## src/hdl/mck_pkg.sv

```systemverilog
// Shared types, constants and code tables for the Morse keyer.
// No dependencies; every other file imports this package.
package mck_pkg;

   localparam int CHAR_W   = 8;
   localparam int UNIT_W   = 24;
   localparam int DRIVE_W  = 8;
   localparam int DUR_W    = 26;
   localparam int LEN_W    = 3;
   localparam int DASH_W   = 4;
   localparam int POS_W    = 4;
   localparam int LETTER_W = 5;

   localparam int CSR_IDX_W  = 1;
   localparam int CSR_DATA_W = UNIT_W;

   localparam logic [CSR_IDX_W-1:0] CSR_UNIT_TICKS = 1'd0;
   localparam logic [CSR_IDX_W-1:0] CSR_ON_DRIVE   = 1'd1;

   localparam logic [UNIT_W-1:0]  UNIT_TICKS_RST = 24'd200000;
   localparam logic [DRIVE_W-1:0] ON_DRIVE_RST   = 8'd3;

   localparam logic [CHAR_W-1:0] CHAR_A = 8'd65;
   localparam logic [CHAR_W-1:0] CHAR_Z = 8'd90;

   localparam logic [DRIVE_W-1:0] DRIVE_OFF = '0;

   localparam int QUEUE_DEPTH = 2;
   localparam int QPTR_W      = (QUEUE_DEPTH > 1) ? $clog2(QUEUE_DEPTH) : 1;
   localparam int QCNT_W      = $clog2(QUEUE_DEPTH + 1);

   typedef struct packed {
      logic [UNIT_W-1:0]  unit_ticks;
      logic [DRIVE_W-1:0] on_drive;
   } mck_cfg_type;

   // One classified character, as handed from front to back.
   typedef struct packed {
      logic              first;
      logic              last;
      logic [LEN_W-1:0]  len;
      logic [DASH_W-1:0] dash;
   } mck_desc_type;

   // Number of elements of letters A..Z.
   function automatic logic [LEN_W-1:0] letter_len(input logic [LETTER_W-1:0] idx);
      logic [LEN_W-1:0] res;
      unique case (idx)
         5'd0:  res = 3'd2;  5'd1:  res = 3'd4;  5'd2:  res = 3'd4;
         5'd3:  res = 3'd3;  5'd4:  res = 3'd1;  5'd5:  res = 3'd4;
         5'd6:  res = 3'd3;  5'd7:  res = 3'd4;  5'd8:  res = 3'd2;
         5'd9:  res = 3'd4;  5'd10: res = 3'd3;  5'd11: res = 3'd4;
         5'd12: res = 3'd2;  5'd13: res = 3'd2;  5'd14: res = 3'd3;
         5'd15: res = 3'd4;  5'd16: res = 3'd4;  5'd17: res = 3'd3;
         5'd18: res = 3'd3;  5'd19: res = 3'd1;  5'd20: res = 3'd3;
         5'd21: res = 3'd4;  5'd22: res = 3'd3;  5'd23: res = 3'd4;
         5'd24: res = 3'd4;  5'd25: res = 3'd4;
         default: res = '0;
      endcase
      return res;
   endfunction

   // Bit i set: element i is a dash.
   function automatic logic [DASH_W-1:0] letter_dash(input logic [LETTER_W-1:0] idx);
      logic [DASH_W-1:0] res;
      unique case (idx)
         5'd0:  res = 4'd2;  5'd1:  res = 4'd1;  5'd2:  res = 4'd5;
         5'd3:  res = 4'd1;  5'd4:  res = 4'd0;  5'd5:  res = 4'd4;
         5'd6:  res = 4'd3;  5'd7:  res = 4'd0;  5'd8:  res = 4'd0;
         5'd9:  res = 4'd14; 5'd10: res = 4'd5;  5'd11: res = 4'd2;
         5'd12: res = 4'd3;  5'd13: res = 4'd1;  5'd14: res = 4'd7;
         5'd15: res = 4'd6;  5'd16: res = 4'd11; 5'd17: res = 4'd2;
         5'd18: res = 4'd0;  5'd19: res = 4'd1;  5'd20: res = 4'd4;
         5'd21: res = 4'd8;  5'd22: res = 4'd6;  5'd23: res = 4'd9;
         5'd24: res = 4'd13; 5'd25: res = 4'd3;
         default: res = '0;
      endcase
      return res;
   endfunction

endpackage

```

## src/hdl/mck_channels.sv

```systemverilog
// Valid/ready channel interfaces for the keyer's character and segment streams.
// Depends on mck_pkg.
interface mck_req_if;
   import mck_pkg::*;
   logic                valid;
   logic                ready;
   logic [CHAR_W-1:0]   char_code;
   logic                first_of_text;
   logic                last_of_text;

   modport source (output valid, char_code, first_of_text, last_of_text, input ready);
   modport sink   (input valid, char_code, first_of_text, last_of_text, output ready);
endinterface

interface mck_rsp_if;
   import mck_pkg::*;
   logic                valid;
   logic                ready;
   logic [DRIVE_W-1:0]  drive_value;
   logic [DUR_W-1:0]    duration_ticks;
   logic                last_segment;

   modport source (output valid, drive_value, duration_ticks, last_segment, input ready);
   modport sink   (input valid, drive_value, duration_ticks, last_segment, output ready);
endinterface

```

## src/hdl/mck_front.sv

```systemverilog
// Front end: accepts characters and classifies them into code descriptors.
// Depends on mck_pkg and mck_channels.
module mck_front (
   input  logic                  clock,
   input  logic                  reset,
   mck_req_if.sink               req_chan,
   output logic                  push_valid,
   input  logic                  push_ready,
   output mck_pkg::mck_desc_type push_desc
);
   import mck_pkg::*;

   logic                 valid_ff, valid_in;
   mck_desc_type         desc_ff, desc_in;
   logic                 is_letter;
   logic [CHAR_W-1:0]    offset;
   logic                 accept;

   assign req_chan.ready = !valid_ff || push_ready;
   assign accept = req_chan.valid && req_chan.ready;

   always_comb begin
      is_letter = (req_chan.char_code >= CHAR_A) && (req_chan.char_code <= CHAR_Z);
      offset    = req_chan.char_code - CHAR_A;
      desc_in.first = req_chan.first_of_text;
      desc_in.last  = req_chan.last_of_text;
      desc_in.len   = is_letter ? letter_len(offset[LETTER_W-1:0]) : '0;
      desc_in.dash  = is_letter ? letter_dash(offset[LETTER_W-1:0]) : '0;
      if (accept) begin
         valid_in = 1'b1;
      end else if (push_ready) begin
         valid_in = 1'b0;
      end else begin
         valid_in = valid_ff;
      end
   end

   always_ff @(posedge clock) begin
      if (reset) begin
         valid_ff <= 1'b0;
      end else begin
         valid_ff <= valid_in;
      end
      if (accept) begin
         desc_ff <= desc_in;
      end
   end

   assign push_valid = valid_ff;
   assign push_desc  = desc_ff;

endmodule

```

## src/hdl/mck_queue.sv

```systemverilog
// Short descriptor queue decoupling the classifier from the segment sequencer.
// Depends on mck_pkg.
module mck_queue (
   input  logic                  clock,
   input  logic                  reset,
   input  logic                  push_valid,
   output logic                  push_ready,
   input  mck_pkg::mck_desc_type push_desc,
   output logic                  pop_valid,
   input  logic                  pop_ready,
   output mck_pkg::mck_desc_type pop_desc
);
   import mck_pkg::*;

   mck_desc_type       mem_ff [QUEUE_DEPTH];
   logic [QPTR_W-1:0]  wr_ptr_ff, wr_ptr_in;
   logic [QPTR_W-1:0]  rd_ptr_ff, rd_ptr_in;
   logic [QCNT_W-1:0]  count_ff, count_in;
   logic               push, pop;

   assign push_ready = count_ff < QCNT_W'(QUEUE_DEPTH);
   assign pop_valid  = count_ff != '0;
   assign pop_desc   = mem_ff[rd_ptr_ff];
   assign push = push_valid && push_ready;
   assign pop  = pop_valid && pop_ready;

   always_comb begin
      wr_ptr_in = wr_ptr_ff;
      rd_ptr_in = rd_ptr_ff;
      if (push) begin
         wr_ptr_in = (wr_ptr_ff == QPTR_W'(QUEUE_DEPTH - 1)) ? '0 : wr_ptr_ff + 1'b1;
      end
      if (pop) begin
         rd_ptr_in = (rd_ptr_ff == QPTR_W'(QUEUE_DEPTH - 1)) ? '0 : rd_ptr_ff + 1'b1;
      end
      count_in = count_ff + QCNT_W'(push) - QCNT_W'(pop);
   end

   always_ff @(posedge clock) begin
      if (reset) begin
         wr_ptr_ff <= '0;
         rd_ptr_ff <= '0;
         count_ff  <= '0;
      end else begin
         wr_ptr_ff <= wr_ptr_in;
         rd_ptr_ff <= rd_ptr_in;
         count_ff  <= count_in;
      end
      if (push) begin
         mem_ff[wr_ptr_ff] <= push_desc;
      end
   end

`ifndef NO_ASSERTIONS
   a_count_bound: assert property (@(posedge clock) disable iff (reset)
      count_ff <= QCNT_W'(QUEUE_DEPTH))
      else $error("queue count exceeds depth");
`endif

endmodule

```

## src/hdl/mck_back.sv

```systemverilog
// Back end: walks each descriptor and emits one timed segment per cycle while rsp_chan is ready.
// Depends on mck_pkg and mck_channels.
module mck_back (
   input  logic                  clock,
   input  logic                  reset,
   input  mck_pkg::mck_cfg_type  cfg,
   input  logic                  pop_valid,
   output logic                  pop_ready,
   input  mck_pkg::mck_desc_type pop_desc,
   mck_rsp_if.source             rsp_chan
);
   import mck_pkg::*;

   // Position walk: 0 lead gap, 1 char gap, even 2..2len marks, odd gaps,
   // 2len+2 trailing gap.
   logic               busy_ff, busy_in;
   mck_desc_type       desc_ff, desc_in;
   logic [POS_W-1:0]   pos_ff, pos_in;
   logic               rsp_valid_ff, rsp_valid_in;
   logic [DRIVE_W-1:0] drive_ff, drive_in;
   logic [DUR_W-1:0]   dur_ff, dur_in;
   logic               last_ff, last_in;

   logic [POS_W-1:0]   end_pos, mark_top;
   logic [LEN_W-1:0]   elem;
   logic               is_mark, is_dash, at_end, load_out, emit, take;
   logic [DUR_W-1:0]   unit1, unit3;

   always_comb begin
      unit1    = DUR_W'(cfg.unit_ticks);
      unit3    = unit1 + {unit1[DUR_W-2:0], 1'b0};
      mark_top = {desc_ff.len, 1'b0};
      end_pos  = mark_top + POS_W'(1) + POS_W'(desc_ff.last);
      at_end   = pos_ff == end_pos;
      is_mark  = (pos_ff >= POS_W'(2)) && !pos_ff[0] && (pos_ff <= mark_top);
      elem     = pos_ff[LEN_W:1] - LEN_W'(1);
      is_dash  = desc_ff.dash[elem[1:0]];

      load_out = !rsp_valid_ff || rsp_chan.ready;
      emit     = busy_ff && load_out;
      take     = pop_valid && (!busy_ff || (emit && at_end));

      busy_in = busy_ff;
      desc_in = desc_ff;
      pos_in  = pos_ff;
      if (take) begin
         busy_in = 1'b1;
         desc_in = pop_desc;
         pos_in  = pop_desc.first ? POS_W'(0) : POS_W'(1);
      end else if (emit) begin
         busy_in = !at_end;
         pos_in  = pos_ff + POS_W'(1);
      end

      rsp_valid_in = load_out ? emit : rsp_valid_ff;
      drive_in     = is_mark ? cfg.on_drive : DRIVE_OFF;
      dur_in       = (is_mark && is_dash) ? unit3 : unit1;
      last_in      = at_end;
   end

   always_ff @(posedge clock) begin
      if (reset) begin
         busy_ff      <= 1'b0;
         pos_ff       <= '0;
         rsp_valid_ff <= 1'b0;
      end else begin
         busy_ff      <= busy_in;
         pos_ff       <= pos_in;
         rsp_valid_ff <= rsp_valid_in;
      end
      desc_ff <= desc_in;
      if (emit) begin
         drive_ff <= drive_in;
         dur_ff   <= dur_in;
         last_ff  <= last_in;
      end
   end

   assign pop_ready               = !busy_ff || (emit && at_end);
   assign rsp_chan.valid          = rsp_valid_ff;
   assign rsp_chan.drive_value    = drive_ff;
   assign rsp_chan.duration_ticks = dur_ff;
   assign rsp_chan.last_segment   = last_ff;

`ifndef NO_ASSERTIONS
   a_pos_bound: assert property (@(posedge clock) disable iff (reset)
      busy_ff |-> pos_ff <= end_pos)
      else $error("segment position ran past end of item");
   a_mark_not_last: assert property (@(posedge clock) disable iff (reset)
      emit && is_mark |=> !rsp_chan.last_segment)
      else $error("mark segment flagged as last");
`endif

endmodule

```

## src/hdl/morse_code_keyer.sv

```systemverilog
// Morse keyer top level: config registers, front classifier, queue, sequencer.
// Depends on mck_pkg, mck_channels, mck_front, mck_queue, mck_back.
//
// Usage:
//   req_chan carries one ASCII character per item with first/last-of-text
//   flags. rsp_chan returns timed drive segments (level, length in ticks,
//   last-segment flag); each character gives 1 to 11 segments, the final
//   one marked by last_segment.
//   csr_we/csr_index/csr_wdata write unit_ticks (index 0) and
//   on_drive_value (index 1); write only while no item is in flight.
//   The first segment of an item passes the front register, a queue entry,
//   the sequencer state and the output register before it is valid.
//   Throughput: one segment per cycle from the sequencer while rsp_chan
//   is ready; a two-entry descriptor queue lets new characters be taken
//   while an item is being walked.
//   Reset restores unit_ticks to 200000 and on_drive_value to 3 and empties
//   all stages. When rsp_chan stalls, the held segment stays put and the
//   queue and front stage fill before req_chan.ready drops.
module morse_code_keyer (
   input  logic                              clock,
   input  logic                              reset,
   mck_req_if.sink                           req_chan,
   mck_rsp_if.source                         rsp_chan,
   input  logic                              csr_we,
   input  logic [mck_pkg::CSR_IDX_W-1:0]     csr_index,
   input  logic [mck_pkg::CSR_DATA_W-1:0]    csr_wdata
);
   import mck_pkg::*;

   logic [UNIT_W-1:0]  unit_ticks_ff, unit_ticks_in;
   logic [DRIVE_W-1:0] on_drive_ff, on_drive_in;
   mck_cfg_type        cfg;

   logic               push_valid, push_ready, pop_valid, pop_ready;
   mck_desc_type       push_desc, pop_desc;

   always_comb begin
      unit_ticks_in = unit_ticks_ff;
      on_drive_in   = on_drive_ff;
      if (csr_we) begin
         unique case (csr_index)
            CSR_UNIT_TICKS: unit_ticks_in = csr_wdata[UNIT_W-1:0];
            CSR_ON_DRIVE:   on_drive_in   = csr_wdata[DRIVE_W-1:0];
            default: ;
         endcase
      end
   end

   always_ff @(posedge clock) begin
      if (reset) begin
         unit_ticks_ff <= UNIT_TICKS_RST;
         on_drive_ff   <= ON_DRIVE_RST;
      end else begin
         unit_ticks_ff <= unit_ticks_in;
         on_drive_ff   <= on_drive_in;
      end
   end

   assign cfg.unit_ticks = unit_ticks_ff;
   assign cfg.on_drive   = on_drive_ff;

   mck_front u_front (
      .clock      (clock),
      .reset      (reset),
      .req_chan   (req_chan),
      .push_valid (push_valid),
      .push_ready (push_ready),
      .push_desc  (push_desc)
   );

   mck_queue u_queue (
      .clock      (clock),
      .reset      (reset),
      .push_valid (push_valid),
      .push_ready (push_ready),
      .push_desc  (push_desc),
      .pop_valid  (pop_valid),
      .pop_ready  (pop_ready),
      .pop_desc   (pop_desc)
   );

   mck_back u_back (
      .clock     (clock),
      .reset     (reset),
      .cfg       (cfg),
      .pop_valid (pop_valid),
      .pop_ready (pop_ready),
      .pop_desc  (pop_desc),
      .rsp_chan  (rsp_chan)
   );

endmodule

```

## src/flat_wrapper.sv

```systemverilog
// flat-port wrapper written by rule: the top's interface ports become plain ports
module morse_code_keyer_flat import mck_pkg::*;
  (clock, reset, csr_we, csr_index, csr_wdata, req_chan_valid, req_chan_char_code, req_chan_first_of_text, req_chan_last_of_text, req_chan_ready, rsp_chan_valid, rsp_chan_drive_value, rsp_chan_duration_ticks, rsp_chan_last_segment, rsp_chan_ready);
  mck_req_if req_chan_i ();
  mck_rsp_if rsp_chan_i ();
  input  logic clock;
  input  logic reset;
  input  logic csr_we;
  input  logic [mck_pkg::CSR_IDX_W-1:0] csr_index;
  input  logic [mck_pkg::CSR_DATA_W-1:0] csr_wdata;
  input wire logic [$bits(req_chan_i.valid)-1:0] req_chan_valid;
  input wire logic [$bits(req_chan_i.char_code)-1:0] req_chan_char_code;
  input wire logic [$bits(req_chan_i.first_of_text)-1:0] req_chan_first_of_text;
  input wire logic [$bits(req_chan_i.last_of_text)-1:0] req_chan_last_of_text;
  output wire logic [$bits(req_chan_i.ready)-1:0] req_chan_ready;
  output wire logic [$bits(rsp_chan_i.valid)-1:0] rsp_chan_valid;
  output wire logic [$bits(rsp_chan_i.drive_value)-1:0] rsp_chan_drive_value;
  output wire logic [$bits(rsp_chan_i.duration_ticks)-1:0] rsp_chan_duration_ticks;
  output wire logic [$bits(rsp_chan_i.last_segment)-1:0] rsp_chan_last_segment;
  input wire logic [$bits(rsp_chan_i.ready)-1:0] rsp_chan_ready;
  assign req_chan_i.valid = req_chan_valid;
  assign req_chan_i.char_code = req_chan_char_code;
  assign req_chan_i.first_of_text = req_chan_first_of_text;
  assign req_chan_i.last_of_text = req_chan_last_of_text;
  assign req_chan_ready = req_chan_i.ready;
  assign rsp_chan_valid = rsp_chan_i.valid;
  assign rsp_chan_drive_value = rsp_chan_i.drive_value;
  assign rsp_chan_duration_ticks = rsp_chan_i.duration_ticks;
  assign rsp_chan_last_segment = rsp_chan_i.last_segment;
  assign rsp_chan_i.ready = rsp_chan_ready;
  morse_code_keyer u_core (.clock(clock), .reset(reset), .req_chan(req_chan_i), .rsp_chan(rsp_chan_i), .csr_we(csr_we), .csr_index(csr_index), .csr_wdata(csr_wdata));
endmodule
```

## config.mk

```make
export PLATFORM = sky130hd
export DESIGN_NAME = morse_code_keyer_flat
export DESIGN_NICKNAME = d
export VERILOG_FILES = /design/src/hdl/mck_pkg.sv /design/src/hdl/mck_channels.sv /design/src/hdl/mck_front.sv /design/src/hdl/mck_queue.sv /design/src/hdl/mck_back.sv /design/src/hdl/morse_code_keyer.sv /design/src/flat_wrapper.sv
export SDC_FILE = /design/constraint.sdc
export NUM_CORES = 1
export LEC_CHECK = 0
export BUFFER_PORTS_ARGS = -buffer_cell sky130_fd_sc_hd__buf_2
export CORE_MARGIN = 1.5
export CORE_UTILIZATION = 60
export CTS_BUF_LIST = sky130_fd_sc_hd__clkbuf_8
export DETAILED_ROUTE_END_ITERATION = 6
export GPL_ROUTABILITY_DRIVEN = 0
export PLACE_DENSITY = 0.83
export SLEW_MARGIN = 10
export SYNTH_ARGS = -nofsm -noshare
export SYNTH_HDL_FRONTEND = slang
export SYNTH_SLANG_ARGS = --single-unit
```

## constraint.sdc

```tcl
create_clock -name clock -period 3.2 [get_ports clock]
set_input_delay 0.64 -clock clock [delete_from_list [all_inputs] [get_ports clock]]
set_output_delay 0.64 -clock clock [all_outputs]
set_load 0.02 [all_outputs]
```

==> results.cfg <==
[clock_network]
post_cts_buffers = 0
cts_resized = 0
cts_hold_buf = 0
cts_tree = built
clkLatencyLatePin_ns = 0.44
clock_sink_count = 114
h-tree-depth = 4
cts_made_buffers = 17
clockRootBuffer = clkbuf_8
clock_path_buffers = 2
clk_pin_slew_worst_paths_ns = 0.07

[hold_path]
hp-start = req_chan_last_of_text
hold_class = in -> reg

[routing]
drc = 0
vias_per_cell = 6.01
antenna_left = 0
wl_per_cell_um = 16.3
wl_mm = 14.4
firstDrtPassIters = 5
drtIter0Drc = 358
num_vias = 5325

[floorplanning]
dieArea_mm2 = 0.0113
core_mm2 = 0.0103
die_h_um = 106
start_util_pct = 62.1
rows = 37
die_w_um = 106
ios = 77

[pwr]
leakage_nw = 2.98
p_int_w = 0.00317
powerDensity_mw_per_mm2 = 645
p_seq_share_pct = 42.6
power_frac_clock_pct = 31.7
switching_share_pct = 32.7
power_switching_w = 0.00154
peakVddDrop_mv = 0.453
power_frac_comb_pct = 25.7

[sta]
min_period_ns = 2.75
period_share_pct = 85.9
tightest_slew_ns = 1.03
rsz0062_at_grt = false
relSlewSlack_pct = 31.0
hold_viol_final = 0
finalSetupViolations = 0
setup-tns-final_ns = 0
fin_skew_ns = 0.00775
maxSlewViolCount = 0
max_freq_ghz = 0.364

[placed_design]
dpl.hpwl_mm = 10.1
port_buffers = 76
placed_cells = 854

[grt]
grt_use_total_pct = 26.6
grt_overflow_total = 0
antenna_found_initial = 0
grtUsageMet2_pct = 47.7
grt_pass1_vias = 5149
gr-usage-met1_pct = 30.0
grt_use_met3_pct = 5.70
grt_pass1_wl_mm = 23.4
grt.busiest_layer = met2
grt_max_degree = 45

[cells_and_area]
antenna_cells = 0
final_nets = 819
fin_cells = 886
drive_gt1_share_pct = 18.1
syn2layout_area_growth_pct = 14.0
fillers = 747
finish.utilization_pct = 70.8

[setup_path]
arrival_ns = 2.94
crit_path_end_kind = register
worst_r2r_startpoint = u_core.u_back.pos_ff[1]
required_ns = 3.39
crit_type = reg -> reg
critPathLaunch = u_core.u_back.pos_ff[1]
worstPathMaxFanout = 26
start_kind = register

[yosys]
synth_top_family_by_area = simple AND/OR/NAND/NOR gates
synth_cell_types = 63
ys_seq_elements = 114
netlist_area_mm2 = 0.00641
synth_mux_area_share_pct = 3.05
syn_avg_cell_area_um2 = 9.59
synthesis.nets = 750
synth_seq_area_share_pct = 46.5
yosysWarnings = 0
synthAdderAreaFrac_pct = 8.32
netlist_instances = 668
synth-xor-area-share_pct = 3.96
synth-edff-count = 70
synthFlopType = edfxtp_1
synth_compound_area_share_pct = 16.9
synthSimpleGateAreaFrac_pct = 18.1
ys_async_sr_fraction_pct = 0

[flow_run]
maxCapViolations = 0

[status]
status = complete, no violations
## metal layers
metal / up-vias / part of all wire (%)
met2: 234 / 52
met3: 43 / 7.1
met4: 0 / 2.9
li1: 2566 / -
met5: - / 0
met1: 2482 / 38
## path summary, 6_finish.rpt
path | slack, ns | depth (start not counted) | to
worst min-delay path | 0.37 | 1 | u_core.u_front.push_desc[7]
worst max register to register | 0.45 | 7 | u_core.u_back.rsp_chan.duration_ticks[13]
worst max-delay path | 0.45 | 7 | u_core.u_back.rsp_chan.duration_ticks[13]
worst min register to register | 0.46 | 0 | u_core.u_queue.mem_ff[0][7]
## layout make-up
type | instances | area [um^2] | share of cell area, %
clock inverters | 15 | 209 | 2.86
flip-flops and latches | 114 | 2980 | 40.8
well taps | 136 | 170 | 2.33
multi-input cells | 505 | 3220 | 44.1
repair buffers | 81 | 418 | 5.72
inverters | 18 | 67.6 | 0.925
clock buffers | 17 | 234 | 3.20
## layout by cell type (no fill, tap or decap), types with 6 or more instances in the layout
cell,n
a211oi_1,11
a21o_1,6
a21oi_1,60
and2_1,15
buf_2,76
clkbuf_8,17
dfxtp_1,44
edfxtp_1,70
ha_1,41
inv_1,18
mux2_2,12
mux2i_1,6
nand2_1,121
nand2b_1,6
nand3_1,10
nand3b_1,8
nand4_1,6
nor2_1,45
nor3_1,15
o211ai_1,10
o21a_1,7
o21ai_0,27
xnor2_1,15
xor2_1,14
## cell families (layout without fill, tap and decap cells)
| family | after synthesis | in the layout |
|---|---|---|
| and+or+nand+nor | 252 | 252 |
| muxes | 18 | 18 |
| DFF | 114 | 114 |
| xor gates and xnor gates | 29 | 29 |
| adders and majority gates | 42 | 42 |
| AOI/OAI and AO/OA | 164 | 164 |
| buffers and inverters | 49 | 131 |
## power groups by stage
stage	logic [W]	registers (W)	clock network [W]
2_1_floorplan	0.000772	0.00213	0
3_3_place_gp	0.00115	0.00203	0
3_5_place_dp	0.00119	0.00204	0
4_1_cts	0.00121	0.00201	0.00150
5_1_grt	0.00133	0.00203	0.00156
6_report	0.00121	0.00201	0.00149
## Yosys cell counts (all sizes together) (6+ instances only)
master  number  area share [%]
buf          9            0.78
dfxtp       44              14
nand3b       8            0.94
edfxtp      70              33
nand3       10            0.78
xor2        14             1.9
a21o         6            0.70
inv         18             1.1
nand2      121             7.1
a21oi       60             4.7
nand4        6            0.59
and2        15             1.5
o21ai       29             2.3
o211ai      11             1.4
nand2b       6            0.59
nor2        45             2.6
a211oi      11             1.3
ha          41             8.0
xnor2       15             2.1
clkbuf      22             1.3
nor3        17             1.5
mux2        12             2.1
o21a         7            0.82
mux2i        6            0.94
## through the flow
| stage | total power [W] | hold slack, ns | area [um^2] | setup slack [ns] |
|---|---|---|---|---|
| floorplan | 0.00290 | 0.421 | 6410 | 0.755 |
| global placement | 0.00318 | 0.425 | 6860 | 0.502 |
| detailed placement | 0.00323 | 0.438 | 6860 | 0.312 |
| CTS | 0.00471 | 0.363 | 7310 | 0.494 |
| global route | 0.00492 | 0.357 | 7310 | 0.232 |
| finish | 0.00471 | 0.370 | 7310 | 0.452 |
## registers in the layout, indices dropped and copies added (netlist names), named ones only
| name | cells |
|---|---|
| u_core.on_drive_ff | 8 |
| u_core.u_back.busy_ff | 1 |
| u_core.u_back.desc_ff | 8 |
| u_core.u_back.pos_ff | 4 |
| u_core.u_back.rsp_chan.drive_value | 8 |
| u_core.u_back.rsp_chan.duration_ticks | 26 |
| u_core.u_back.rsp_chan.last_segment | 1 |
| u_core.u_back.rsp_chan.valid | 1 |
| u_core.u_front.push_desc | 9 |
| u_core.u_front.push_valid | 1 |
| u_core.u_queue.count_ff | 2 |
| u_core.u_queue.mem_ff | 18 |
| u_core.u_queue.rd_ptr_ff | 1 |
| u_core.u_queue.wr_ptr_ff | 1 |
| u_core.unit_ticks_ff | 24 |
## worst max-delay path, cell delays in order (launching register included)
cell and delay, ns:
dfxtp_1 0.41, ha_1 0.37, mux2_2 0.34, a21oi_1 0.30
or3_1 0.50, buf_4 0.36, a211o_1 0.14, nand3_1 0.07
Power figures use the tool's default switching activity.
